--- src/hdl/fpdu_pkg.sv ---
// Shared types and constants of the FSK period demodulator / UART receiver.
// Used by every module under hdl/; depends on nothing else.
package fpdu_pkg;

  localparam int CAP_IN_W      = 16;  // width of the capture_time port
  localparam int CAPTURE_W_DEF = 16;  // default timer width
  localparam int THR_W         = 16;  // threshold register width
  localparam int CNT_W         = 4;   // cycle counter and per-bit register width
  localparam int BYTE_W        = 8;
  localparam int CFG_IDX_W     = 2;
  localparam int CFG_DATA_W    = 16;
  localparam int BITQ_DEPTH    = 4;   // bit queue between front and back
  localparam int BIT_IDX_W     = 4;

  localparam logic [THR_W-1:0] LOW_THR_RST  = THR_W'(50);
  localparam logic [THR_W-1:0] HIGH_THR_RST = THR_W'(475);
  localparam logic [CNT_W-1:0] MARK_PPB_RST  = CNT_W'(2);
  localparam logic [CNT_W-1:0] SPACE_PPB_RST = CNT_W'(4);

  // frame bit positions after the start bit
  localparam logic [BIT_IDX_W-1:0] LAST_DATA_IDX = BIT_IDX_W'(8);
  localparam logic [BIT_IDX_W-1:0] STOP1_IDX     = BIT_IDX_W'(9);
  localparam logic [BIT_IDX_W-1:0] STOP2_IDX     = BIT_IDX_W'(10);
  localparam logic [1:0]           SYNC_ONES_REQ = 2'd2;

  typedef enum logic [CFG_IDX_W-1:0] {
    REG_LOW_THR   = 2'd0,
    REG_HIGH_THR  = 2'd1,
    REG_MARK_PPB  = 2'd2,
    REG_SPACE_PPB = 2'd3
  } cfg_reg_t;

  typedef struct packed {
    logic [THR_W-1:0] low_thr;
    logic [THR_W-1:0] high_thr;
    logic [CNT_W-1:0] mark_ppb;
    logic [CNT_W-1:0] space_ppb;
  } cfg_t;

  typedef struct packed {
    logic push;
    logic bit_val;
  } bit_evt_t;

  typedef enum logic [1:0] {
    MODE_SYNC    = 2'd0,
    MODE_IDLE    = 2'd1,
    MODE_READING = 2'd2
  } frame_mode_t;

endpackage

--- src/hdl/fpdu_front.sv ---
// Front end: takes capture timestamps, forms periods, classifies them and
// counts mark/space cycles into bit events. Depends on fpdu_pkg.
module fpdu_front #(
  parameter int CAPTURE_WIDTH = fpdu_pkg::CAPTURE_W_DEF
) (
  input  logic                          clk,
  input  logic                          rst_n,
  input  logic                          take,
  input  logic [fpdu_pkg::CAP_IN_W-1:0] capture_time,
  input  fpdu_pkg::cfg_t                cfg,
  output fpdu_pkg::bit_evt_t            evt
);

  localparam int EXT_W = (CAPTURE_WIDTH > fpdu_pkg::CAP_IN_W) ? CAPTURE_WIDTH
                                                              : fpdu_pkg::CAP_IN_W;
  localparam int CMP_W = (CAPTURE_WIDTH > fpdu_pkg::THR_W) ? CAPTURE_WIDTH
                                                           : fpdu_pkg::THR_W;

  logic [CAPTURE_WIDTH-1:0]  last_r, last_nxt;
  logic                      have_last_r, have_last_nxt;
  logic [fpdu_pkg::CNT_W-1:0] mark_r, mark_nxt, space_r, space_nxt;
  logic [fpdu_pkg::CNT_W-1:0] mark_inc, space_inc;

  logic [EXT_W-1:0]          cap_ext;
  logic [CAPTURE_WIDTH-1:0]  now;
  logic [CAPTURE_WIDTH-1:0]  period;
  logic [CMP_W-1:0]          period_c, low_c, high_c;
  logic                      is_mark, is_space;

  assign cap_ext  = EXT_W'(capture_time);
  assign now      = cap_ext[CAPTURE_WIDTH-1:0];
  assign period   = now - last_r;
  assign period_c = CMP_W'(period);
  assign low_c    = CMP_W'(cfg.low_thr);
  assign high_c   = CMP_W'(cfg.high_thr);
  assign is_mark  = period_c > high_c;
  assign is_space = (period_c > low_c) && (period_c < high_c);
  assign mark_inc  = mark_r + 1'b1;
  assign space_inc = space_r + 1'b1;

  always_comb begin
    last_nxt      = last_r;
    have_last_nxt = have_last_r;
    mark_nxt      = mark_r;
    space_nxt     = space_r;
    evt           = '0;
    if (take) begin
      last_nxt      = now;
      have_last_nxt = 1'b1;
      if (have_last_r) begin
        if (is_mark) begin
          // count mark cycles; a full count yields a one
          if (mark_inc == cfg.mark_ppb) begin
            mark_nxt    = '0;
            evt.push    = 1'b1;
            evt.bit_val = 1'b1;
          end else begin
            mark_nxt = mark_inc;
          end
        end else if (is_space) begin
          if (space_inc == cfg.space_ppb) begin
            space_nxt   = '0;
            evt.push    = 1'b1;
            evt.bit_val = 1'b0;
          end else begin
            space_nxt = space_inc;
          end
        end
      end
    end
  end

  always_ff @(posedge clk) begin
    if (!rst_n) begin
      last_r      <= '0;
      have_last_r <= 1'b0;
      mark_r      <= '0;
      space_r     <= '0;
    end else begin
      last_r      <= last_nxt;
      have_last_r <= have_last_nxt;
      mark_r      <= mark_nxt;
      space_r     <= space_nxt;
    end
  end

endmodule

--- src/hdl/fpdu_bitq.sv ---
// Short queue of demodulated bits between front and back end.
// Depends on fpdu_pkg for its default depth.
module fpdu_bitq #(
  parameter int WIDTH = 1,
  parameter int DEPTH = fpdu_pkg::BITQ_DEPTH
) (
  input  logic             clk,
  input  logic             rst_n,
  input  logic             push,
  input  logic [WIDTH-1:0] push_data,
  input  logic             pop,
  output logic [WIDTH-1:0] head_data,
  output logic             head_valid,
  output logic             full
);

  localparam int PTR_W = (DEPTH > 1) ? $clog2(DEPTH) : 1;
  localparam int CNT_W = $clog2(DEPTH + 1);
  localparam logic [PTR_W-1:0] LAST_PTR = PTR_W'(DEPTH - 1);
  localparam logic [CNT_W-1:0] DEPTH_C  = CNT_W'(DEPTH);

  logic [WIDTH-1:0] mem_r [DEPTH];
  logic [PTR_W-1:0] wr_ptr_r, wr_ptr_nxt, rd_ptr_r, rd_ptr_nxt;
  logic [CNT_W-1:0] count_r, count_nxt;
  logic             do_push, do_pop;

  assign full       = count_r == DEPTH_C;
  assign head_valid = count_r != '0;
  assign head_data  = mem_r[rd_ptr_r];
  assign do_push    = push && !full;
  assign do_pop     = pop && head_valid;

  always_comb begin
    wr_ptr_nxt = wr_ptr_r;
    rd_ptr_nxt = rd_ptr_r;
    count_nxt  = count_r;
    if (do_push) begin
      wr_ptr_nxt = (wr_ptr_r == LAST_PTR) ? '0 : wr_ptr_r + 1'b1;
    end
    if (do_pop) begin
      rd_ptr_nxt = (rd_ptr_r == LAST_PTR) ? '0 : rd_ptr_r + 1'b1;
    end
    if (do_push && !do_pop) begin
      count_nxt = count_r + 1'b1;
    end else if (do_pop && !do_push) begin
      count_nxt = count_r - 1'b1;
    end
  end

  always_ff @(posedge clk) begin
    if (do_push) begin
      mem_r[wr_ptr_r] <= push_data;
    end
  end

  always_ff @(posedge clk) begin
    if (!rst_n) begin
      wr_ptr_r <= '0;
      rd_ptr_r <= '0;
      count_r  <= '0;
    end else begin
      wr_ptr_r <= wr_ptr_nxt;
      rd_ptr_r <= rd_ptr_nxt;
      count_r  <= count_nxt;
    end
  end

  a_count_bound: assert property (@(posedge clk) disable iff (!rst_n)
    count_r <= DEPTH_C)
    else $error("bit queue count above depth");

  a_reset_empty: assert property (@(posedge clk)
    $past(!rst_n) |-> (count_r == '0))
    else $error("bit queue not empty after reset");

endmodule

--- src/hdl/fpdu_back.sv ---
// Back end: UART-style frame decoder driven by the queued bits, with the
// output byte register. Depends on fpdu_pkg.
module fpdu_back (
  input  logic                        clk,
  input  logic                        rst_n,
  input  logic                        head_valid,
  input  logic                        head_bit,
  output logic                        pop,
  output logic                        out_valid,
  input  logic                        out_stall,
  output logic [fpdu_pkg::BYTE_W-1:0] out_received_byte
);

  fpdu_pkg::frame_mode_t              state_r, state_nxt;
  logic [1:0]                         sync_ones_r, sync_ones_nxt;
  logic [fpdu_pkg::BIT_IDX_W-1:0]     bit_idx_r, bit_idx_nxt, idx_inc;
  logic [fpdu_pkg::BYTE_W-1:0]        shift_r, shift_nxt;
  logic [fpdu_pkg::BYTE_W-1:0]        byte_r, byte_nxt;
  logic                               valid_r, valid_nxt;
  logic                               slot_free, will_emit;
  logic [1:0]                         ones_inc;

  assign idx_inc   = bit_idx_r + 1'b1;
  assign ones_inc  = sync_ones_r + 1'b1;
  assign slot_free = !valid_r || !out_stall;
  assign will_emit = (state_r == fpdu_pkg::MODE_READING) && (idx_inc == fpdu_pkg::STOP2_IDX);
  assign pop       = head_valid && (slot_free || !will_emit);

  always_comb begin
    state_nxt     = state_r;
    sync_ones_nxt = sync_ones_r;
    bit_idx_nxt   = bit_idx_r;
    shift_nxt     = shift_r;
    byte_nxt      = byte_r;
    valid_nxt     = valid_r && out_stall;
    if (pop) begin
      unique case (state_r)
        fpdu_pkg::MODE_IDLE: begin
          if (!head_bit) begin
            state_nxt = fpdu_pkg::MODE_READING;
          end
        end
        fpdu_pkg::MODE_READING: begin
          bit_idx_nxt = idx_inc;
          if (idx_inc <= fpdu_pkg::LAST_DATA_IDX) begin
            shift_nxt = shift_r | ({{(fpdu_pkg::BYTE_W-1){1'b0}}, head_bit}
                                   << (idx_inc[2:0] - 3'd1));
          end else if (idx_inc == fpdu_pkg::STOP2_IDX) begin
            byte_nxt    = shift_r;
            valid_nxt   = 1'b1;
            shift_nxt   = '0;
            bit_idx_nxt = '0;
            state_nxt   = fpdu_pkg::MODE_IDLE;
          end
        end
        default: begin
          // sync: wait for two consecutive ones
          if (head_bit) begin
            sync_ones_nxt = ones_inc;
            state_nxt     = (ones_inc == fpdu_pkg::SYNC_ONES_REQ) ? fpdu_pkg::MODE_IDLE
                                                                  : fpdu_pkg::MODE_SYNC;
          end else begin
            sync_ones_nxt = '0;
            state_nxt     = fpdu_pkg::MODE_SYNC;
          end
        end
      endcase
    end
  end

  always_ff @(posedge clk) begin
    if (!rst_n) begin
      state_r     <= fpdu_pkg::MODE_SYNC;
      sync_ones_r <= '0;
      bit_idx_r   <= '0;
      shift_r     <= '0;
      valid_r     <= 1'b0;
    end else begin
      state_r     <= state_nxt;
      sync_ones_r <= sync_ones_nxt;
      bit_idx_r   <= bit_idx_nxt;
      shift_r     <= shift_nxt;
      valid_r     <= valid_nxt;
    end
  end

  always_ff @(posedge clk) begin
    byte_r <= byte_nxt;
  end

  assign out_valid         = valid_r;
  assign out_received_byte = byte_r;

  a_idx_bound: assert property (@(posedge clk) disable iff (!rst_n)
    bit_idx_r <= fpdu_pkg::STOP2_IDX)
    else $error("frame bit index out of range");

  a_rose_from_pop: assert property (@(posedge clk) disable iff (!rst_n)
    $rose(valid_r) |-> $past(pop && will_emit))
    else $error("byte appeared without a finished frame");

  a_idle_clean: assert property (@(posedge clk) disable iff (!rst_n)
    (state_r == fpdu_pkg::MODE_IDLE) |-> (bit_idx_r == '0 && shift_r == '0))
    else $error("idle decoder holds stale frame data");

  a_no_overwrite: assert property (@(posedge clk) disable iff (!rst_n)
    (valid_r && out_stall) |-> !(pop && will_emit))
    else $error("pending byte overwritten");

endmodule

--- src/hdl/fsk_period_demod_uart_receiver.sv ---
// Top level of the FSK period demodulator and UART-style frame receiver.
// Holds the configuration registers; depends on fpdu_pkg, fpdu_front,
// fpdu_bitq and fpdu_back.
//
// Usage:
//   Input channel (in_valid / in_stall / in_capture_time): one transaction per
//   timer capture taken at a signal edge. The first capture after reset only
//   seeds the period timer. The front end computes the period, classifies it
//   as mark, space or glitch and counts cycles into bits.
//   Result channel (out_valid / out_stall / out_received_byte): one
//   transaction per decoded frame, first data bit in bit 0.
//   Configuration port (cfg_we / cfg_index / cfg_wdata): write thresholds and
//   cycles-per-bit counts while the block is idle; no read-back.
// Throughput: one capture per clock while in_stall is low. The front end
//   finishes each capture in the cycle it is accepted; a demodulated bit
//   waits in a four-entry queue and the frame decoder takes one bit per cycle
//   unless a finished frame waits behind out_stall. The bit that completes a
//   frame is queued, then the decoder registers the byte onto out_valid.
// Reset: rst_n clears counters, the decoder (back to sync, waiting for two
//   ones) and the queue, and loads the default configuration.
// Stall: while out_stall holds a pending byte, the decoder keeps taking bits
//   that do not finish a frame; once the queue fills, in_stall rises.
module fsk_period_demod_uart_receiver #(
  parameter int CAPTURE_WIDTH = fpdu_pkg::CAPTURE_W_DEF
) (
  input  logic                            clk,
  input  logic                            rst_n,
  input  logic                            in_valid,
  output logic                            in_stall,
  input  logic [fpdu_pkg::CAP_IN_W-1:0]   in_capture_time,
  output logic                            out_valid,
  input  logic                            out_stall,
  output logic [fpdu_pkg::BYTE_W-1:0]     out_received_byte,
  input  logic                            cfg_we,
  input  logic [fpdu_pkg::CFG_IDX_W-1:0]  cfg_index,
  input  logic [fpdu_pkg::CFG_DATA_W-1:0] cfg_wdata
);

  fpdu_pkg::cfg_t     cfg_r, cfg_nxt;
  fpdu_pkg::bit_evt_t evt;
  logic               take;
  logic               q_full, q_head_valid, q_head_bit, q_pop;

  // register file: decode the index and keep the low bits of the data
  always_comb begin
    cfg_nxt = cfg_r;
    if (cfg_we) begin
      unique case (fpdu_pkg::cfg_reg_t'(cfg_index))
        fpdu_pkg::REG_LOW_THR:   cfg_nxt.low_thr   = cfg_wdata[fpdu_pkg::THR_W-1:0];
        fpdu_pkg::REG_HIGH_THR:  cfg_nxt.high_thr  = cfg_wdata[fpdu_pkg::THR_W-1:0];
        fpdu_pkg::REG_MARK_PPB:  cfg_nxt.mark_ppb  = cfg_wdata[fpdu_pkg::CNT_W-1:0];
        fpdu_pkg::REG_SPACE_PPB: cfg_nxt.space_ppb = cfg_wdata[fpdu_pkg::CNT_W-1:0];
        default: cfg_nxt = cfg_r;
      endcase
    end
  end

  always_ff @(posedge clk) begin
    if (!rst_n) begin
      cfg_r.low_thr   <= fpdu_pkg::LOW_THR_RST;
      cfg_r.high_thr  <= fpdu_pkg::HIGH_THR_RST;
      cfg_r.mark_ppb  <= fpdu_pkg::MARK_PPB_RST;
      cfg_r.space_ppb <= fpdu_pkg::SPACE_PPB_RST;
    end else begin
      cfg_r <= cfg_nxt;
    end
  end

  // hold off captures only when the bit queue cannot take another bit
  assign in_stall = q_full;
  assign take     = in_valid && !q_full;

  fpdu_front #(
    .CAPTURE_WIDTH(CAPTURE_WIDTH)
  ) u_front (
    .clk         (clk),
    .rst_n       (rst_n),
    .take        (take),
    .capture_time(in_capture_time),
    .cfg         (cfg_r),
    .evt         (evt)
  );

  fpdu_bitq #(
    .WIDTH(1),
    .DEPTH(fpdu_pkg::BITQ_DEPTH)
  ) u_bitq (
    .clk       (clk),
    .rst_n     (rst_n),
    .push      (evt.push),
    .push_data (evt.bit_val),
    .pop       (q_pop),
    .head_data (q_head_bit),
    .head_valid(q_head_valid),
    .full      (q_full)
  );

  fpdu_back u_back (
    .clk              (clk),
    .rst_n            (rst_n),
    .head_valid       (q_head_valid),
    .head_bit         (q_head_bit),
    .pop              (q_pop),
    .out_valid        (out_valid),
    .out_stall        (out_stall),
    .out_received_byte(out_received_byte)
  );

endmodule
--- config.mk ---
export PLATFORM = sky130hd
export DESIGN_NAME = fsk_period_demod_uart_receiver
export DESIGN_NICKNAME = d
export VERILOG_FILES = /design/src/hdl/fpdu_pkg.sv /design/src/hdl/fpdu_front.sv /design/src/hdl/fpdu_bitq.sv /design/src/hdl/fpdu_back.sv /design/src/hdl/fsk_period_demod_uart_receiver.sv
export SDC_FILE = /design/constraint.sdc
export NUM_CORES = 1
export LEC_CHECK = 0
export BUFFER_PORTS_ARGS = -buffer_cell sky130_fd_sc_hd__buf_2
export CORE_MARGIN = 4
export CORE_UTILIZATION = 55
export DETAILED_ROUTE_END_ITERATION = 16
export GPL_TIMING_DRIVEN = 0
export PLACE_DENSITY = 0.77
export SLEW_MARGIN = 10
export SYNTH_ARGS = -nofsm -noshare
export SYNTH_HDL_FRONTEND = slang
export SYNTH_SLANG_ARGS = --single-unit
--- constraint.sdc ---
create_clock -name clk -period 5.4 [get_ports clk]
set_clock_uncertainty 0.15 [all_clocks]
set_input_delay 0.54 -clock clk [delete_from_list [all_inputs] [get_ports clk]]
set_output_delay 0.54 -clock clk [all_outputs]
set_load 0.03 [all_outputs]
==> summary.md, run 1 <==
| Metric | Value |
|---|---|
| Status | `complete, no violations` |
| Synthesized net count | `between 700 and 800` |
| Max-Cap Viols | `0` |
| Slew Limit Fails | `0` |
| PwrDens | `304 nW/µm²` |
| Global-route wire length before repair | `between 20,000 and 25,000 µm` |
| IO Pins | `approximately 50` |
| Post-Syn Instances | `~670` |
| Layout fillers | `a little under 900` |
| Synth cell types | `just over 60` |
| Multi-input gate area | `between 3000 and 4000 µm²` |
| Sw power | `between 0.7 and 0.8 mW` |
| RePlAce Congestion | `approximately 0.95` |
| H-tree Lvls | `3` |
| Remaining antenna violation count | `0` |
| Synth warn | `0` |
| Worst-margin pin slew | `~0.86 ns` |
| Seq cells post-synth | `approximately 100` |
| Final instance area | `roughly 6600 µm²` |
| Xor/xnor share of the synthesized area | `4.01%` |
| Critical path's largest stage delay | `0.44 ns` |
| Antenna violations before repair | `0` |
| DR WL/cell | `~15 µm` |
| Hold WS | `about 0.28 ns` |
| All-Layer GR Usage | `21.7%` |
| Slowest CP cell | `a2111o_1` |
| Flop pwr share | `a little over two fifths` |
| Setup-failing EPs final | `0` |
| Worst-path clk slew | `roughly 0.10 ns` |
| Die Height | `between 100 and 150 µm` |
| Synth Cell Area | `a little under 6000 µm²` |
| Setup CP Type | `flop to flop` |
| Die ar. | `~12,000 µm²` |
| Cts bufs inserted | `9` |
| Initial core utilization | `between 50% and 60%` |
| Setup TNS | `0 ns` |
| Pint | `between 1 and 1.5 mW` |
| Upper clock frequency limit | `approximately 190 MHz` |
| Fraction of layout cells with a size suffix above 1 | `between 10 and 15%` |
| Min-delay worst type | `input pin to flop` |
| Largest net degree at the start of global routing | `18` |
| Post-synth EDFFs | `12` |
| HPWL after DPL | `roughly 10,000 µm` |
| Vias | `4,859` |
| CP Max Fanout | `4` |
| Mux cell area share after synthesis | `~2.4%` |
| Tcrit/Tclk final | `between 90 and 100%` |
| Max-slew headroom | `a little over two fifths` |
| Cell Rows | `37` |
| Area contributors post-synth | `dfxtp_1 (31%), ha_1 (13%), nand2_1 (7.5%), edfxtp_1 (6.1%), a21boi_0 (5.5%)` |
| Diode count | `0` |
| Most numerous cell in the Yosys netlist | `nand2_1` |
| Sequential Area | `between 2000 and 2500 µm²` |
| GRT Residual Overflow | `0` |
| Core area | `roughly 10,000 µm²` |
| Largest family of logic cells by synthesized area | `simple AND/OR/NAND/NOR gates` |
| Root Buffer Master | `clkbuf_8` |
| Clk_lat worst skew | `between 0.3 and 0.4 ns` |
| Drt via density | `around 5.5` |
| Leakage power | `between 2 and 3 nW` |
| DRT iter0 DRCs | `a little over 200` |
| Switching Share | `between 30% and 40%` |
| Synth cell count leaders | `nand2_1 (118), dfxtp_1 (91), inv_1 (64)` |
| Hold Violations, Final | `0` |
| Area after DPL | `between 6000 and 7000 µm²` |
| Synth Area per Inst | `8.78 µm²` |
| Post-synth ARST share | `0%` |
| Final core utilization | `between 60% and 70%` |
| Clock share of power | `a little over a fifth` |
| Synthesized-area fraction occupied by adder cells | `about 14%` |
| Simple-gate share of the synthesized area | `between 10% and 20%` |
| # port buffers | `48` |
| Place WS | `-0.614 ns` |
| Vias in the first global route | `~4.7k` |
| Post-Route WL | `roughly 13,000 µm` |
| Most used DFF post-synth | `dfxtp_1` |
| Cell taking the most area after synthesis | `dfxtp_1` |
| CTS tree | `yes` |
| Area grow syn2layout | `12.5%` |
| IR Drop Worst-Case VDD | `0.223 mV` |
| Fin crit period | `5.22 ns` |
| Post-synthesis compound-gate area fraction | `about 18%` |
| Worst Path Arrival | `about 5.4 ns` |
| Post-synth top area share | `a little under a third` |
| Die Span X | `between 100 and 150 µm` |
| Crit end category | `flop` |
| Remaining DRCs | `0` |
| Critical path required time | `5.55 ns` |
| Worst setup margin | `0.177 ns` |
| Nature of the critical path startpoint | `flop` |
| Max Buffers Root-to-Sink | `2` |
| Sequential-to-total area share from yosys stat | `about 37%` |
| Clock sinks | `103` |
| Drt pass-1 iters | `5` |
| Nets | `between 800 and 900` |
| Combinational Power Share | `a little over a third` |
| Crit path cell chain | `inv_1, ha_1, nor2b_1, o31a_1, o2111ai_2, a31oi_4, a21o_1, a21oi_2, xnor2_2, ha_1, a21o_1, a21oi_2, nor2b_1, a2111o_1, nor4_4, a2bb2oi_4, inv_2, ha_4, inv_1, fa_2, xor2_1, or3_1, a21boi_1` |
==> area by class of cell <==
cell class | instances | area share, %
buffer | 18 | 1.04
clock buffer | 11 | 1.98
clock inverter | 5 | 0.509
inverter | 65 | 3.67
multi-input combinational | 486 | 52.7
sequential | 103 | 32.9
tap | 136 | 2.56
timing repair buffer | 57 | 4.64
==> sequential cells by signal, indices dropped and copies added (netlist names), 4 cells and up, named ones only <==
name,count
u_back.out_received_byte,8
u_front.space_r,4
u_front.last_r,16
cfg_r,40
u_front.mark_r,4
u_bitq.mem_r,4
u_back.bit_idx_r,4
u_back.shift_r,8
==> worst max-delay path: cells and delay by family (launching register included) <==
kind            cells  cell delay [ns]
xor+xnor            2             0.27
simple gates        4             0.96
flops               1             0.36
fa+ha+maj           4             1.04
compound gates     10             2.20
buf+inv             3             0.19
==> layer usage <==
metal / share of wire [%] / wire (µm) / vias up / track usage (%)
li1: - / - / 2438 / -
met1: 45 / 6060 / 2286 / 29.1
met2: 47 / 6240 / 110 / 35.6
met3: 5.7 / 762 / 25 / 4.35
met4: 2.4 / 326 / 0 / 6.49
met5: 0 / 0 / - / 0
==> cells in the final DEF, fill, tap and decap left out, types with 19 or more instances in the layout <==
cell type	synthesis	routed
a21oi_1	32	29
ha_1	62	61
nor2b_1	23	23
buf_2	1	49
dfxtp_1	91	90
a21boi_0	43	42
inv_1	64	63
clkbuf_1	17	19
nand2_1	118	118
nor2_1	21	21
==> path summary, 6_finish.rpt <==
kind | end | cells after the start | startpoint | slack (ns)
max | u_bitq.count_r[2]$_SDFFE_PN0P_ | 23 | u_front.last_r[1]$_SDFFE_PN0P_ | 0.18
min | cfg_r[28]$_SDFFE_PN1P_ | 3 | cfg_wdata[4] | 0.28
max reg2reg | u_bitq.count_r[2]$_SDFFE_PN0P_ | 23 | u_front.last_r[1]$_SDFFE_PN0P_ | 0.18
min reg2reg | u_back.out_received_byte[3]$_DFFE_PP_ | 0 | u_back.shift_r[3]$_SDFFE_PN0P_ | 0.28
==> timing repair <==
| action | 4_1_cts | 5_1_grt |
|---|---|---|
| pin swaps | 1 | 14 |
| gates resized for setup | 4 | 14 |
| setup endpoints to repair | 1 | 2 |
| hold buffers | 0 | 0 |
| buffers inserted | 1 | 8 |
==> cell families (layout without fill, tap and decap cells) <==
group                      Yosys count  after routing
xor gates and xnor gates            27             27
muxes                               13             13
and+or+nand+nor                    231            231
DFF                                103            103
buffers and inverters               83            156
adders and majority gates           64             64
AOI/OAI and AO/OA                  151            151
==> power groups by stage <==
stage          Clock, mW  Sequential (mW)  Combinational (mW)
2_1_floorplan          0            0.880               0.492
3_3_place_gp           0            0.886               0.616
3_5_place_dp           0            0.889               0.653
4_1_cts            0.441            0.872               0.667
5_1_grt            0.468            0.882               0.803
6_report           0.431            0.873               0.713
==> metrics by stage <==
| step | power, mW | cells |
|---|---|---|
| CTS | 1.98 | 873 |
| detailed placement | 1.54 | 856 |
| floorplan | 1.37 | 672 |
| global placement | 1.50 | 856 |
| global route | 2.15 | 881 |
| finish | 2.02 | 881 |
No activity file was read; power rests on OpenSTA's default activity.
==> inputs of run 2 (changes only) <==
--- a/config.mk
+++ b/config.mk
@@ -9,7 +9,6 @@
 export CORE_MARGIN = 4
 export CORE_UTILIZATION = 55
 export DETAILED_ROUTE_END_ITERATION = 16
-export GPL_TIMING_DRIVEN = 0
 export PLACE_DENSITY = 0.77
 export SLEW_MARGIN = 10
 export SYNTH_ARGS = -nofsm -noshare
==> run 2 against run 1 <==
  * Design area is 2.0% lower
  * Cell count is 2.4% lower
  * Global-route usage is 1.5 points lower
  * Core utilization decreased by 1.3 points
  * Sequential share of layout area rose by 0.65 points
  * Critical endpoint unchanged
  * Largest cell class unchanged
  * Power decreased by 0.26%
  * Clock power is 8.1% higher
  * Sequential power barely moved
  * Combinational power decreased by 5.9%
==> summary.md, run 2 (synthesis gave the netlist of run 1 again) <==
| Metric | Value |
|---|---|
| Root Buffer Master | `clkbuf_8` |
| Slack of the worst reg-to-reg path | `about 0.25 ns` |
| Slew Limit Fails | `0` |
| Setup CP Type | `flop to flop` |
| # port buffers | `48` |
| Cell Rows | `37` |
| Status | `complete, no violations` |
| Top Usage Layer GRT | `met2` |
| Initial core utilization | `between 50 and 60%` |
| CTS tree | `yes` |
| Regs by FF count | `cfg_r (40), u_front.last_r (16)` |
| Critical path required time | `5.56 ns` |
| Layout fillers | `approximately 950` |
| Hold WS | `0.250 ns` |
| Diode count | `0` |
| Cts hold-fix bufs | `0` |
| Max Buffers Root-to-Sink | `2` |
| CP Max Fanout | `4` |
| PwrDens | `around 310 nW/µm²` |
| Post-CTS Setup Bufs | `0` |
| Remaining DRCs | `0` |
| Upper clock frequency limit | `between 150 and 200 MHz` |
| DRT iter0 DRCs | `around 170` |
| Drt pass-1 iters | `5` |
| Hold Violations, Final | `0` |
| Nature of the critical path startpoint | `flop` |
| Most frequent cells in the layout | `nand2_1 (118), dfxtp_1 (91), inv_1 (64), ha_1 (62), buf_2 (48)` |
| Met2 GRT Util | `between 30% and 40%` |
| Max-slew headroom | `a little over two fifths` |
| Leakage power | `approximately 2.7 nW` |
| Worst Path Arrival | `5.30 ns` |
| Top reg by flops | `cfg_r` |
| Vias in the first global route | `~4.5k` |
| Commonest non-fill, non-tap cell in the layout | `nand2_1` |
| Antenna violations before repair | `0` |
| Vias | `4,743` |
| Place WS | `-0.182 ns` |
| Crit end category | `flop` |
| Critical path's largest stage delay | `between 0.4 and 0.5 ns` |
| Clk_lat worst skew | `about 0.38 ns` |
| Slowest CP cell | `a2111o_1` |
| Area grow syn2layout | `10.3%` |
| Met3 usage | `3.75%` |
| IO Pins | `49` |
| DR WL/cell | `around 15 µm` |
| Tcrit/Tclk final | `95.3%` |
| H-tree Lvls | `3` |
| Min-delay worst type | `input pin to flop` |
| Remaining antenna violation count | `0` |
| Fraction of layout cells with a size suffix above 1 | `between 10% and 20%` |
| Max FFs per register | `40` |
| GRT Residual Overflow | `0` |
| Worst-path clk slew | `about 0.1 ns` |
| IR Drop Worst-Case VDD | `between 0.15 and 0.2 mV` |
| Setup-failing EPs final | `0` |
| Largest net degree at the start of global routing | `53` |
| Post-CTS resize count | `0` |
| Max-Cap Viols | `0` |
| Worst setup margin | `~0.25 ns` |
| Fin crit period | `5.15 ns` |
| HPWL after DPL | `between 9000 and 10,000 µm` |
| Cts bufs inserted | `9` |
| GR Layer Usage met1 | `27.4%` |
| Drt via density | `roughly 5.5` |
| Die ar. | `~12,000 µm²` |
| Core area | `about 10,000 µm²` |
| Nets | `822` |
| RePlAce Congestion | `0.932` |
| Post-Route WL | `roughly 13,000 µm` |
| Die Height | `112 µm` |
| Die Span X | `about 110 µm` |
| Global-route wire length before repair | `21,100 µm` |
| Clock sinks | `roughly 100` |
| Worst-margin pin slew | `between 0.8 and 0.9 ns` |
| All-Layer GR Usage | `approximately a fifth` |
| Crit path cell chain | `inv_1, ha_1, nor2b_1, o31a_1, o2111ai_2, a31oi_4, a211o_1, a21oi_1, xnor2_1, ha_1, nand4_1, nor3_1, a2111o_1, nor4_4, a2bb2oi_2, inv_1, ha_1, inv_1, fa_1, xor2_1, or3_1, a21boi_0` |
[run 2: cell count changes in the layout (fill, tap and decap cells not counted), moves of 3 or more]
cell / before / now
a21oi_1: 29 / 32
a21oi_2: 3 / 0
buf_4: 9 / 6
clkbuf_1: 19 / 1
[run 2: area by class of cell]
class                           count  area (µm²)  area share [%]
Clock inverter                      5        41.3           0.634
Timing Repair Buffer               54         285            4.38
Inverter                           65         244            3.75
Tap cell                          136         170            2.61
Sequential cell                   103        2180            33.5
Multi-Input combinational cell    486        3440            52.9
Clock buffer                       11         141            2.17
[run 2: path summary, 6_finish.rpt]
path         depth (start not counted)                                     to                      startpoint
max reg2reg                         22         u_bitq.count_r[2]$_SDFFE_PN0P_  u_front.last_r[1]$_SDFFE_PN0P_
max                                 22         u_bitq.count_r[2]$_SDFFE_PN0P_  u_front.last_r[1]$_SDFFE_PN0P_
min reg2reg                          0  u_back.out_received_byte[0]$_DFFE_PP_  u_back.shift_r[0]$_SDFFE_PN0P_
min                                  3                 cfg_r[15]$_SDFFE_PN1P_                    cfg_wdata[7]
[run 2: critical path: cells and delay by family, from the launching register on]
kind | cells | cell delay (ns)
compound gates | 8 | 1.90
fa+ha+maj | 4 | 1.10
simple gates | 5 | 0.98
flops | 1 | 0.40
xor+xnor | 2 | 0.37
buf+inv | 3 | 0.18
[run 2: layer usage]
metal  routed length, µm  part of all wire, %
met5                   0                    0
met4                 194                  1.5
met3                 484                  3.8
met2                5840                   46
met1                6090                   48
[run 2: power by group]
group	total [mW]	leakage, nW	switching, mW	internal (mW)
combinational	0.671	1.75	0.389	0.282
clock	0.466	0.0861	0.282	0.184
sequential	0.874	0.844	0.0443	0.830
[run 2: through the flow]
stage          instances  TNS [ns]  util [%]  cell area [µm²]  power, mW
2_1_floorplan        672         0         -             5900       1.37
3_3_place_gp         844         0      60.6             6290       1.49
3_5_place_dp         844    -0.182      60.6             6290       1.54
4_1_cts              860         0      62.4             6470       2.00
5_1_grt              860   -0.0275      62.8             6510       2.15
6_report             860         0      62.8             6510       2.01
==> inputs of run 3 (changes only) <==
--- a/config.mk
+++ b/config.mk
@@ -9,7 +9,7 @@
 export CORE_MARGIN = 4
 export CORE_UTILIZATION = 55
 export DETAILED_ROUTE_END_ITERATION = 16
-export PLACE_DENSITY = 0.77
+export PLACE_DENSITY = 0.81
 export SLEW_MARGIN = 10
 export SYNTH_ARGS = -nofsm -noshare
 export SYNTH_HDL_FRONTEND = slang
==> run 3 against run 2 <==
  * Die area did not move
  * Sequential power barely moved
  * Non-clock buffer count did not move
  * Critical path type unchanged
  * Largest cell class unchanged
==> summary.md, run 3 (synthesis gave the netlist of run 1 again) <==
| Metric | Value |
|---|---|
| Crit path cell chain | `inv_1, ha_1, nor2b_1, o31a_1, o2111ai_2, a31oi_2, a211o_1, a21oi_1, xnor2_1, ha_1, nand4_1, nor3_1, a2111o_1, buf_4, o21ai_2, a2bb2oi_2, inv_1, ha_1, inv_1, fa_1, xor2_1, or3_1, a21boi_0` |
| Nets | `~800` |
| Hold Violations, Final | `0` |
| DR WL/cell | `roughly 14 µm` |
| Most frequent cells in the layout | `nand2_1 (118), dfxtp_1 (90), inv_1 (64), ha_1 (62), buf_2 (48)` |
| Drt via density | `between 5 and 6` |
| Fin crit period | `just over 5 ns` |
| Cell Rows | `37` |
| Global-route wire length before repair | `21,000 µm` |
| HPWL after DPL | `~9000 µm` |
| GRT Residual Overflow | `0` |
| Initial core utilization | `between 50 and 60%` |
| Max-slew headroom | `a little under a fifth` |
| Core area | `10,400 µm²` |
| Setup TNS | `0 ns` |
| Worst Path Arrival | `between 5 and 6 ns` |
| Pint | `1.33 mW` |
| Worst r2r path cells | `23` |
| Clock share of power | `a little under a quarter` |
| Setup CP Type | `flop to flop` |
| CTS tree | `yes` |
| Critical Path Stages | `23` |
| Critical path required time | `approximately 5.6 ns` |
| Post-Route WL | `between 10,000 and 15,000 µm` |
| Die ar. | `12,500 µm²` |
| Sw power | `around 0.68 mW` |
| Critical path's largest stage delay | `roughly 0.37 ns` |
| Slowest CP cell | `dfxtp_2` |
| Fraction of layout cells with a size suffix above 1 | `12.2%` |
| Tcrit/Tclk final | `93.7%` |
| Min-delay worst type | `input pin to flop` |
| H-tree Lvls | `3` |
| Cts bufs inserted | `9` |
| Clock sinks | `just over 100` |
| Remaining antenna violation count | `0` |
| RePlAce Congestion | `between 0.9 and 1` |
| CP Max Fanout | `4` |
| Vias | `4,759` |
| IR Drop Worst-Case VDD | `between 0.1 and 0.15 mV` |
| Slew Limit Fails | `0` |
| Clk_lat worst skew | `between 0.3 and 0.4 ns` |
| DRT iter0 DRCs | `approximately 280` |
| All-Layer GR Usage | `between 20 and 25%` |
| Max FFs per register | `40` |
| Die Height | `approximately 110 µm` |
| RSZ-0062 raised after global routing | `false` |
| Antenna violations before repair | `0` |
| Largest net degree at the start of global routing | `88` |
| PwrDens | `310 nW/µm²` |
| Remaining DRCs | `0` |
| Status | `complete, no violations` |
| Switching Share | `between 30% and 40%` |
| Flop pwr share | `43.5%` |
| Crit end category | `flop` |
| Die Span X | `roughly 110 µm` |
| Leakage power | `2.69 nW` |
| Top reg by flops | `cfg_r` |
| Drt pass-1 iters | `5` |
| IO Pins | `slightly below 50` |
| Setup-failing EPs final | `0` |
| Worst-path clk slew | `roughly 0.090 ns` |
| Nature of the critical path startpoint | `flop` |
| Diode count | `0` |
| Root Buffer Master | `clkbuf_8` |
| Worst hold stages | `3` |
| Area grow syn2layout | `9.96%` |
| Buf+Inv Stages, Crit Path | `4` |
| Cts hold-fix bufs | `0` |
| Regs by FF count | `cfg_r (40), u_front.last_r (16)` |
| Combinational Power Share | `between 30% and 40%` |
| Final instance area | `roughly 6500 µm²` |
| Cell family with most CP delay | `compound AO/OA/AOI/OAI gates` |
| Max Buffers Root-to-Sink | `2` |
| # port buffers | `48` |
| Area after DPL | `6280 µm²` |
| Commonest non-fill, non-tap cell in the layout | `nand2_1` |
| Upper clock frequency limit | `~200 MHz` |
| Max-Cap Viols | `0` |
| Vias in the first global route | `between 4k and 5k` |
| Worst-margin pin slew | `~1.2 ns` |
[run 3: changes by cell type in the layout (fill, tap and decap cells not counted)]
cell | previous run | this run
a31oi_4 | 2 | 0
clkinv_2 | 0 | 2
clkinv_4 | 2 | 0
a31oi_1 | 3 | 4
a31oi_2 | 1 | 2
bufinv_16 | 0 | 1
clkbuf_1 | 1 | 2
clkbuf_8 | 10 | 9
clkinvlp_4 | 2 | 1
dfxtp_1 | 91 | 90
dfxtp_2 | 0 | 1
[run 3: metal layers]
metal  GRT usage [%]  share of wire (%)  vias to the layer above
li1                -                  -                     2395
met5               0                  0                        -
met3            3.53                5.2                       17
met4            6.81                1.4                        0
met2            31.8                 46                      104
met1            28.1                 47                     2243
[run 3: worst reg2reg max path, stage by stage (launching register included)]
cell	delay [ns]
dfxtp_2	0.37
inv_1	0.05
ha_1	0.26
nor2b_1	0.14
o31a_1	0.29
o2111ai_2	0.26
a31oi_2	0.16
a211o_1	0.29
a21oi_1	0.17
xnor2_1	0.12
ha_1	0.30
nand4_1	0.17
nor3_1	0.34
a2111o_1	0.28
buf_4	0.14
o21ai_2	0.06
a2bb2oi_2	0.15
inv_1	0.07
ha_1	0.17
inv_1	0.06
fa_1	0.37
xor2_1	0.17
or3_1	0.30
a21boi_0	0.17
[run 3: repair_timing]
action | in CTS | in global routing
endpoints found under the hold margin | 0 | 0
resized for setup | 0 | 3
setup endpoints to repair | 0 | 1
setup buffers | 0 | 1
[run 3: final timing paths]
kind | to | startpoint | slack, ns
setup reg to reg | u_bitq.count_r[2]$_SDFFE_PN0P_ | u_front.last_r[1]$_SDFFE_PN0P_ | 0.34
setup / recovery | u_bitq.count_r[2]$_SDFFE_PN0P_ | u_front.last_r[1]$_SDFFE_PN0P_ | 0.34
hold / removal | cfg_r[29]$_SDFFE_PN1P_ | cfg_wdata[5] | 0.26
hold reg to reg | u_back.out_received_byte[2]$_DFFE_PP_ | u_back.shift_r[2]$_SDFFE_PN0P_ | 0.29
[run 3: stage by stage]
step / util, % / power [mW] / cells / setup WS, ns / hold WS (ns)
2_1_floorplan: - / 1.37 / 672 / 0.249 / 0.259
3_3_place_gp: 60.6 / 1.49 / 843 / 0.149 / 0.271
3_5_place_dp: 60.6 / 1.53 / 843 / -0.0644 / 0.270
4_1_cts: 62.4 / 2.01 / 859 / 0.203 / 0.249
5_1_grt: 62.6 / 2.16 / 860 / 0.00653 / 0.270
6_report: 62.6 / 2.01 / 860 / 0.339 / 0.263
[run 3: cell type report]
type	count	area, µm²
Sequential cell	103	2180
Fill cell	881	3880
Timing Repair Buffer	54	285
Tap cell	136	170
Inverter	65	244
Clock buffer	11	131
Clock inverter	5	56.3
Multi-Input combinational cell	486	3420
[run 3: power by group through the flow]
| stage | registers (mW) | clock network (mW) | logic, mW |
|---|---|---|---|
| finish | 0.873 | 0.477 | 0.659 |
| global route | 0.882 | 0.527 | 0.748 |
| CTS | 0.873 | 0.489 | 0.647 |
| detailed placement | 0.890 | 0 | 0.642 |
| global placement | 0.887 | 0 | 0.608 |
| floorplan | 0.880 | 0 | 0.492 |
